**config.mk**
```make
export PLATFORM = sky130hd
export DESIGN_NAME = stepper_pulse_timer_with_follower
export DESIGN_NICKNAME = d
export VERILOG_FILES = /design/src/hw/rtl/sptf_pkg.sv /design/src/hw/rtl/stepper_pulse_timer_with_follower.sv /design/src/hw/rtl/sptf_core.sv
export SDC_FILE = /design/constraint.sdc
export NUM_CORES = 1
export LEC_CHECK = 0
export BUFFER_PORTS_ARGS = -buffer_cell sky130_fd_sc_hd__buf_4
export CAP_MARGIN = 20
export CELL_PAD_IN_SITES_DETAIL_PLACEMENT = 1
export CELL_PAD_IN_SITES_GLOBAL_PLACEMENT = 2
export CORE_ASPECT_RATIO = 0.7
export CORE_MARGIN = 4
export CORE_UTILIZATION = 38
export CTS_CLUSTER_SIZE = 40
export DETAILED_ROUTE_END_ITERATION = 10
export GPL_TIMING_DRIVEN = 0
export PLACE_DENSITY = 0.86
export SYNTH_ARGS = -nofsm -noshare
export SYNTH_HDL_FRONTEND = slang
export SYNTH_SLANG_ARGS = --single-unit
```
**constraint.sdc**
```tcl
create_clock -name clk -period 8.4 [get_ports clk]
set_input_delay 1.68 -clock clk [delete_from_list [all_inputs] [get_ports clk]]
set_output_delay 1.68 -clock clk [all_outputs]
set_load 0.01 [all_outputs]
```
**src/hw/rtl/sptf_pkg.sv**
```systemverilog
// Shared types and constants for the stepper pulse timer with follower.
// No dependencies; used by sptf_core and stepper_pulse_timer_with_follower.
package sptf_pkg;

  localparam logic [14:0] FOLLOWER_CARRY = 15'h4000;
  localparam logic [7:0]  HALF_CYCLE     = 8'd128;

  localparam logic [7:0]  MIN_LOW_RESET  = 8'd10;
  localparam logic [13:0] FOL_INC_RESET  = 14'd528;
  localparam logic        INTERLOCK_RESET = 1'b1;

  typedef enum logic [1:0] {
    MODE_COMPARE = 2'd0,
    MODE_LOAD    = 2'd1,
    MODE_QUEUE   = 2'd2,
    MODE_STOP    = 2'd3
  } mode_t;

  typedef enum logic [1:0] {
    REG_MIN_LOW   = 2'd0,
    REG_FOL_INC   = 2'd1,
    REG_INTERLOCK = 2'd2
  } reg_index_t;

  typedef struct packed {
    logic [7:0]  min_low_count;
    logic [13:0] follower_increment;
    logic        interlock_enable;
  } cfg_t;

  typedef struct packed {
    logic        busy;
    logic [7:0]  full_cycles_left;
    logic        half_pad_pending;
    logic [15:0] remaining_steps;
    logic [15:0] current_period;
    logic [15:0] queued_period;
    logic        period_pending;
    logic [14:0] follower_accum;
  } chan_state_t;

  typedef struct packed {
    logic        step_main;
    logic        step_follower;
    logic [7:0]  compare_advance;
    logic        stopped;
    logic [15:0] steps_left;
  } result_t;

endpackage

```
**src/hw/rtl/stepper_pulse_timer_with_follower.sv**
```systemverilog
// Stepper step pulse timer, one channel, with an interlocked follower pulse.
// An accepted event word's result word is loaded into the output register.
// Throughput: 1 event word per cycle unless in_stall; channel state updates in one pass.
// Reset (rst, synchronous): state clears, registers return to 10 / 528 / 1, output empty.
// Config writes are always ready; depends on sptf_pkg and sptf_core.
module stepper_pulse_timer_with_follower (
  input  logic        clk,
  input  logic        rst,
  // event input channel
  input  logic        in_valid,
  output logic        in_stall,
  input  logic [1:0]  mode,
  input  logic [15:0] new_steps,
  input  logic [15:0] period_value,
  // result output channel
  output logic        out_valid,
  input  logic        out_stall,
  output logic        step_main,
  output logic        step_follower,
  output logic [7:0]  compare_advance,
  output logic        stopped,
  output logic [15:0] steps_left,
  // configuration write channel
  input  logic        cfg_valid,
  output logic        cfg_ready,
  input  logic [1:0]  cfg_index,
  input  logic [13:0] cfg_data
);

  sptf_pkg::cfg_t        cfg;
  sptf_pkg::chan_state_t chan;
  sptf_pkg::chan_state_t chan_next;
  sptf_pkg::result_t     res;
  logic                  in_take;

  // The result register is the only buffer: a new word may enter whenever
  // the register is empty or is being drained this cycle.
  assign in_stall  = out_valid && out_stall;
  assign in_take   = in_valid && !in_stall;
  assign cfg_ready = 1'b1;

  // Configuration registers; an index past the list is dropped.
  always_ff @(posedge clk) begin
    if (rst) begin
      cfg.min_low_count      <= sptf_pkg::MIN_LOW_RESET;
      cfg.follower_increment <= sptf_pkg::FOL_INC_RESET;
      cfg.interlock_enable   <= sptf_pkg::INTERLOCK_RESET;
    end else if (cfg_valid && cfg_ready) begin
      case (sptf_pkg::reg_index_t'(cfg_index))
        sptf_pkg::REG_MIN_LOW:   cfg.min_low_count      <= cfg_data[7:0];
        sptf_pkg::REG_FOL_INC:   cfg.follower_increment <= cfg_data;
        sptf_pkg::REG_INTERLOCK: cfg.interlock_enable   <= cfg_data[0];
        default: ;
      endcase
    end
  end

  sptf_core u_core (
    .cfg          (cfg),
    .cur          (chan),
    .mode         (mode),
    .new_steps    (new_steps),
    .period_value (period_value),
    .nxt          (chan_next),
    .res          (res)
  );

  // Channel state advances once per accepted event word.
  always_ff @(posedge clk) begin
    if (rst) begin
      chan <= '0;
    end else if (in_take) begin
      chan <= chan_next;
    end
  end

  // Output register: valid is control, the payload loads with it.
  always_ff @(posedge clk) begin
    if (rst) begin
      out_valid <= 1'b0;
    end else if (in_take) begin
      out_valid <= 1'b1;
    end else if (!out_stall) begin
      out_valid <= 1'b0;
    end
  end

  always_ff @(posedge clk) begin
    if (in_take) begin
      step_main       <= res.step_main;
      step_follower   <= res.step_follower;
      compare_advance <= res.compare_advance;
      stopped         <= res.stopped;
      steps_left      <= res.steps_left;
    end
  end

  // A follower pulse only ever rides on a main step.
  assert property (@(posedge clk) disable iff (rst)
    out_valid && step_follower |-> step_main)
    else $error("follower step without main step");

  // Stopped means nothing left to step.
  assert property (@(posedge clk) disable iff (rst)
    out_valid && stopped |-> steps_left == 16'd0)
    else $error("stopped with steps remaining");

  // A compare word that waits may only add the half pad.
  assert property (@(posedge clk) disable iff (rst)
    out_valid && !step_main && compare_advance != 8'd0 |-> compare_advance == 8'd128)
    else $error("advance without a step other than half pad");

  // A stop event always reports stopped.
  assert property (@(posedge clk) disable iff (rst)
    in_take && mode == sptf_pkg::MODE_STOP |=> out_valid && stopped)
    else $error("stop event did not stop the channel");

endmodule

```
**src/hw/rtl/sptf_core.sv**
```systemverilog
// Single-pass update of one channel: next state and result word for one event.
// Depends on sptf_pkg.
module sptf_core (
  input  sptf_pkg::cfg_t        cfg,
  input  sptf_pkg::chan_state_t cur,
  input  logic [1:0]            mode,
  input  logic [15:0]           new_steps,
  input  logic [15:0]           period_value,
  output sptf_pkg::chan_state_t nxt,
  output sptf_pkg::result_t     res
);

  logic        waited;
  logic [14:0] fol_sum;
  logic [15:0] period_use;
  logic [15:0] min_period;

  always_comb begin
    nxt        = cur;
    res        = '0;
    waited     = 1'b0;
    fol_sum    = cur.follower_accum + {1'b0, cfg.follower_increment};
    period_use = cur.period_pending ? cur.queued_period : cur.current_period;
    min_period = {8'd0, cfg.min_low_count};

    case (sptf_pkg::mode_t'(mode))
      sptf_pkg::MODE_COMPARE: begin
        if (cur.busy) begin
          if (cur.full_cycles_left != 8'd0) begin
            // spend one full 256-tick cycle, finishing any half pad
            nxt.full_cycles_left = cur.full_cycles_left - 8'd1;
            if (cur.half_pad_pending) begin
              res.compare_advance  = sptf_pkg::HALF_CYCLE;
              nxt.half_pad_pending = 1'b0;
            end
            waited = 1'b1;
          end else begin
            nxt.busy = 1'b0;
          end
        end
        if (!waited) begin
          if (cur.remaining_steps != 16'd0) begin
            res.step_main = 1'b1;
            if (cfg.interlock_enable) begin
              nxt.follower_accum = fol_sum & ~sptf_pkg::FOLLOWER_CARRY;
              res.step_follower  = fol_sum[14];
            end
            nxt.period_pending   = 1'b0;
            nxt.current_period   = period_use;
            nxt.remaining_steps  = cur.remaining_steps - 16'd1;
            nxt.busy             = 1'b1;
            nxt.full_cycles_left = period_use[15:8];
            if (period_use[7:0] < cfg.min_low_count) begin
              res.compare_advance  = period_use[7:0] + sptf_pkg::HALF_CYCLE;
              nxt.half_pad_pending = 1'b1;
            end else begin
              res.compare_advance  = period_use[7:0];
              nxt.half_pad_pending = 1'b0;
            end
          end else begin
            nxt.busy = 1'b0;
          end
        end
      end
      sptf_pkg::MODE_LOAD: begin
        nxt.current_period  = (period_value < min_period) ? min_period : period_value;
        nxt.period_pending  = 1'b0;
        if (new_steps == 16'd0) begin
          nxt.busy = 1'b0;
        end
        nxt.remaining_steps = new_steps;
      end
      sptf_pkg::MODE_QUEUE: begin
        nxt.queued_period  = period_value;
        nxt.period_pending = 1'b1;
      end
      default: begin
        nxt.busy            = 1'b0;
        nxt.remaining_steps = 16'd0;
      end
    endcase

    res.stopped    = !nxt.busy && (nxt.remaining_steps == 16'd0);
    res.steps_left = nxt.remaining_steps;
  end

endmodule
```
==> flow_summary.toml, run 1 <==
[routing]
drc = 0
drt_pass1_iterations = 4
drt-total-wl_um = 22000
wl_per_cell_um = 20.0
num_vias = 6148
vias_per_cell = 5.57
drtIter0Drc = 323
final_antenna_net_count = 0

[cts]
clk_path_buf_depth = 2
cts.sinks = 124
cts_resized = 0
cts-root-buf = "clkbuf_16"
cts_tree = "done"
cts_buffers = 17
path_clk_slew_ns = 0.06
holdBufCountCts = 0
h-tree-depth = 4
insertion_delay_ns = 0.43
post_cts_buffers = 0

[grt]
use_met3_pct = 4.80
overflow = 0
antenna_found_initial = 0
grt_use_met2_pct = 38.2
grtUsageTotal_pct = 23.9
met1_usage_pct = 33.2
grt_pass1_wl_um = 35100
grt_max_degree = 30
grt_pass1_vias = 6341
grt_busiest_layer = "met2"

[synth]
netlist.area_leader.share_pct = 30.1
synth_ff_type = "dfxtp_1"
synthAdderAreaFrac_pct = 6.13
synth.distinct_cells = 61
synth_warnings = 0
yosys_register_bits = 124
synth_top_area_cell = "dfxtp_1"
yosysMostFrequentCell = "nand2_1"
synthesis.nets = 847
synth_area_leaders = "dfxtp_1, edfxtp_1, nand2_1"
synth-seq-area-share_pct = 42.7
synth_edf_count = 27
synthTopCellsByCount = "nand2_1, dfxtp_1, nor2_1"
syn_inst = 761
synthMuxAreaShare_pct = 4.19
avgSynthCellArea_um2 = 8.48
yosys.area_share.xor_xnor_pct = 2.99
synth_top_family_by_area = "simple AND/OR/NAND/NOR gates"
synthArstFlopShare_pct = 0
netlist_area_um2 = 6450
synth_compound_area_share_pct = 18.6
synth-simple-area-share_pct = 21.1

[placement]
port_buffers = 83
dp_worst_setup_slack_ns = 3.94
dp_cells = 1072
dpl.hpwl_um = 16400
gp_congestion = 0.888
dpl_cell_area_um2 = 7390

[cells_and_area]
syn2layout_area_growth_pct = 24.1
drive_above_1_share_pct = 15.0
postLayoutCellArea_um2 = 8010
n_antenna_cell = 0
final_cells = 1104
num-fill-cells = 2039
fin_nets = 952

[die]
dieArea_um2 = 19200
ioPinCount = 85
row_count = 39
initial_core_util_pct = 39.1
die-width_um = 164
core_area_um2 = 16500
die_h_um = 117

[sta]
fin_crit_ns = 4.05
setup_tns_ns = 0
finalMaxSlewViolations = 0
whs_ns = 0.458
finalHoldViolCount = 0
finClkSkew_ns = 0.00664
slew_headroom_pct = 41.8
setup_viol = 0
period_share_pct = 48.2
tightest_slew_ns = 0.870
timing.final.ws_setup_ns = 4.35
fmax_mhz = 247
grt_setup_unrepaired = "no"

[min_path]
hold_class = "reg2reg"

[critical_path]
critPathLaunchType = "input port"
critical_path_required_ns = 8.72
worstPathArrival_ns = 4.37
worstPathMaxFanout = 5
critPathKind = "in2reg"
end_kind = "flop"

[outcome]
status = "completed"

[flow_run]
max_cap_viol_count = 0

[power]
peakVddDrop_mv = 0.141
power_density_nw_per_um2 = 211
power_leakage_nw = 3.30
## power by group
part | internal (mW) | total [mW] | switching [mW]
Clock | 0.484 | 0.775 | 0.292
Sequential | 0.643 | 0.665 | 0.0214
Combinational | 0.0966 | 0.250 | 0.154
## routing by layer
metal,share of wire (%),vias to the layer above
li1,-,2929
met1,48,3039
met2,45,161
met3,5.4,19
met4,1.2,0
met5,0,-
## placed cells by master (no fill, tap or decap), types with 13 or more instances in the layout
| master | n |
|---|---|
| dfxtp_1 | 97 |
| xnor2_1 | 13 |
| nor3_1 | 22 |
| o21ai_0 | 29 |
| nand3_1 | 13 |
| nand2_1 | 131 |
| edfxtp_1 | 27 |
| clkbuf_16 | 18 |
| clkbuf_1 | 34 |
| a21oi_1 | 71 |
| buf_4 | 85 |
| inv_1 | 31 |
| nor2_1 | 81 |
| ha_1 | 30 |
| mux2i_1 | 27 |
## state kept, by name, summed over array words and instances, names as in the netlist
name and count:
steps_left 16, stopped 1, cfg 23, compare_advance 8, out_valid 1, chan 73, step_main 1, step_follower 1
## layout make-up
class                   count  area (um2)  share of cell area (%)
plain buffers              39         155                    1.94
clock buffers              18         450                    5.63
clock inverters            14         166                    2.08
inverters                  32         120                    1.50
multi-input cells         566        3430                    42.8
flip-flops and latches    124        2750                    34.4
well taps                 225         282                    3.52
repair buffers             86         656                    8.19
## worst max-delay path, stage by stage
cell and delay [ns]:
buf_4 0.13, or4_1 0.53, a2111oi_0 0.46, nand3_1 0.14, a41oi_1 0.57, buf_4 0.28
mux2i_1 0.24, o221ai_1 0.15, o211a_1 0.18
## path summary, 6_finish.rpt
path                                 startpoint       end  slack (ns)  depth (start not counted)
worst max register to register         chan[65]   stopped        4.41                         12
worst min register to register         chan[11]  chan[11]        0.46                          2
worst min-delay path                   chan[11]  chan[11]        0.46                          2
worst max-delay path            period_value[8]  chan[33]        4.35                          9
## metrics by stage
step	util (%)	power, mW
3_3_place_gp	44.6	0.912
4_1_cts	48.6	1.70
3_5_place_dp	44.8	0.922
6_report	48.6	1.69
5_1_grt	48.6	1.76
2_1_floorplan	-	0.816
## cell families (layout without fill, tap and decap cells)
kind of cell / after synthesis / after routing
buf+inv: 71 / 189
other cells: 1 / 1
xor+xnor: 22 / 22
flops: 124 / 124
compound gates: 183 / 183
simple gates: 302 / 302
mux: 27 / 27
fa+ha+maj: 31 / 31
No activity file was read; power rests on OpenSTA's default activity.
==> inputs of run 2 (changes only) <==
--- a/config.mk
+++ b/config.mk
@@ -11,11 +11,11 @@
 export CELL_PAD_IN_SITES_GLOBAL_PLACEMENT = 2
 export CORE_ASPECT_RATIO = 0.7
 export CORE_MARGIN = 4
-export CORE_UTILIZATION = 38
+export CORE_UTILIZATION = 31
 export CTS_CLUSTER_SIZE = 40
 export DETAILED_ROUTE_END_ITERATION = 10
 export GPL_TIMING_DRIVEN = 0
-export PLACE_DENSITY = 0.86
+export PLACE_DENSITY = 0.75
 export SYNTH_ARGS = -nofsm -noshare
 export SYNTH_HDL_FRONTEND = slang
 export SYNTH_SLANG_ARGS = --single-unit
==> constraint.sdc (replaced) <==
create_clock -name clk -period 3.3 [get_ports clk]
set_input_delay 0.66 -clock clk [delete_from_list [all_inputs] [get_ports clk]]
set_output_delay 0.66 -clock clk [all_outputs]
set_load 0.01 [all_outputs]
==> run 2 against run 1 <==
Net effect: clock power grew to 2.7 times the previous value; final area is 5.2% higher; worst hold slack worse by 0.0067 ns; critical path type is now reg2reg.
==> flow_summary.toml, run 2 (synthesized netlist as in run 1, its figures left out) <==
[cells_and_area]
fin_nets = 969
largest_reg_flops = 73
layout_common_cells = "nand2_1, buf_4, dfxtp_1, nor2_1, a21oi_1"
drive_above_1_share_pct = 19.6
final_cells = 1166
num-fill-cells = 2367
largestRegisters = "chan x73, cfg x23, steps_left x16"
syn2layout_area_growth_pct = 30.6
n_antenna_cell = 0
final_common_cell = "nand2_1"
top_register = "chan"

[die]
dieArea_um2 = 23200
initial_core_util_pct = 32.1
die_h_um = 129
die-width_um = 180
core_area_um2 = 20100
ioPinCount = 85
row_count = 43

[power]
power_density_nw_per_um2 = 530
power_leakage_nw = 3.47
peakVddDrop_mv = 0.320

[sta]
timing.final.ws_setup_ns = 0.0237
period_share_pct = 99.3
grt_setup_unrepaired = "yes"
slew_headroom_pct = 43.3
setup_viol = 0
fmax_mhz = 305
finalHoldViolCount = 0
finalMaxSlewViolations = 0
tightest_slew_ns = 0.848
finClkSkew_ns = 0.00787
fin_crit_ns = 3.28

[critical_path]
worstPathArrival_ns = 3.54
cp_slowest_stage_delay_ns = 0.55
cpMaxStageDelayCell = "or4_4"
crit_chain = "inv_2 -> ha_4 -> or4b_4 -> o41ai_4 -> o211a_1 -> buf_6 -> nand4_1 -> o311ai_4 -> o311ai_4 -> or4_4 -> nor4_4"
crit_top_cell = "o311ai_4"
worstPathMaxFanout = 5
critPathLaunchType = "flop"
critPathKind = "reg2reg"
end_kind = "flop"
critical_path_required_ns = 3.56

[routing]
drt-total-wl_um = 23100
final_antenna_net_count = 0
drt_pass1_iterations = 4
num_vias = 6212
drtIter0Drc = 442
vias_per_cell = 5.33
wl_per_cell_um = 19.8
drc = 0

[placement]
dp_worst_setup_slack_ns = -0.678
dp_cells = 1117
port_buffers = 83
dpl.hpwl_um = 17000
gp_congestion = 0.902

[grt]
grt_max_degree = 30
grt_use_met2_pct = 30.4
use_met3_pct = 3.84
antenna_found_initial = 0
met1_usage_pct = 28.6
grt_busiest_layer = "met2"
grtUsageTotal_pct = 19.7
grt_pass1_wl_um = 36100
grt_pass1_vias = 6365
overflow = 0

[cts]
cts.sinks = 124
cts-root-buf = "clkbuf_16"
path_clk_slew_ns = 0.06
clk_path_buf_depth = 2
holdBufCountCts = 0
cts_buffers = 17
cts_tree = "done"
h-tree-depth = 4
insertion_delay_ns = 0.43

[outcome]
status = "completed"

[flow_run]
max_cap_viol_count = 0

[min_path]
hold_class = "in2reg"
run 2: repair_timing:
action                                  in CTS  in global routing
pin swaps                                   11                 12
setup buffers                               11                  8
resized for setup                           33                 16
endpoints found under the setup margin      40                 23
gates cloned                                 0                  0
run 2: layer usage:
metal	up-vias	wire length [um]
li1	2968	-
met1	3075	11500
met2	138	10200
met3	31	1160
met4	0	308
met5	-	0
run 2: worst paths after layout:
kind / startpoint / to / slack [ns] / cells past startpoint
setup / recovery: chan[65] / stopped / 0.02 / 11
hold / removal: cfg_data[9] / cfg[10] / 0.45 / 3
setup reg to reg: chan[65] / stopped / 0.02 / 11
hold reg to reg: chan[30] / chan[30] / 0.46 / 2
run 2: power breakdown:
group,switching [mW],internal [mW],total [mW]
logic,0.424,0.283,0.706
clock network,0.709,1.35,2.06
registers,0.0586,1.64,1.70
total,1.19,3.27,4.47
run 2: worst max-delay path, delay by kind of cell (launching register included):
| family | cells | cell delay, ns |
|---|---|---|
| AO/OA/AOI/OAI | 4 | 0.98 |
| adder cells (fa/ha/maj) | 1 | 0.13 |
| buffers and inverters | 2 | 0.19 |
| flip-flops | 1 | 0.33 |
| AND/OR/NAND/NOR | 4 | 1.49 |
run 2: metrics by stage:
| step | hold WS (ns) | TNS [ns] | utilization (%) | cell area, um2 | power [mW] |
|---|---|---|---|---|---|
| 6_report | 0.451 | 0 | 41.9 | 8430 | 4.47 |
| 5_1_grt | 0.472 | -0.0727 | 41.9 | 8430 | 4.63 |
| 4_1_cts | 0.444 | -0.166 | 41.4 | 8320 | 4.45 |
| 3_5_place_dp | 0.449 | -12.20 | 37.0 | 7450 | 2.36 |
| 3_3_place_gp | 0.444 | -15.27 | 36.8 | 7410 | 2.33 |
| 2_1_floorplan | 0.436 | 0 | - | 6450 | 2.08 |
run 2: area by class of cell:
cell class              instances  area, um2  share of cell area, %
inverters                      32        120                   1.43
multi-input cells             566       3610                   42.9
clock buffers                  27        544                   6.46
clock inverters                 5        100                   1.19
plain buffers                  37        159                   1.89
flip-flops and latches        124       2760                   32.7
well taps                     270        338                   4.01
repair buffers                105        798                   9.47
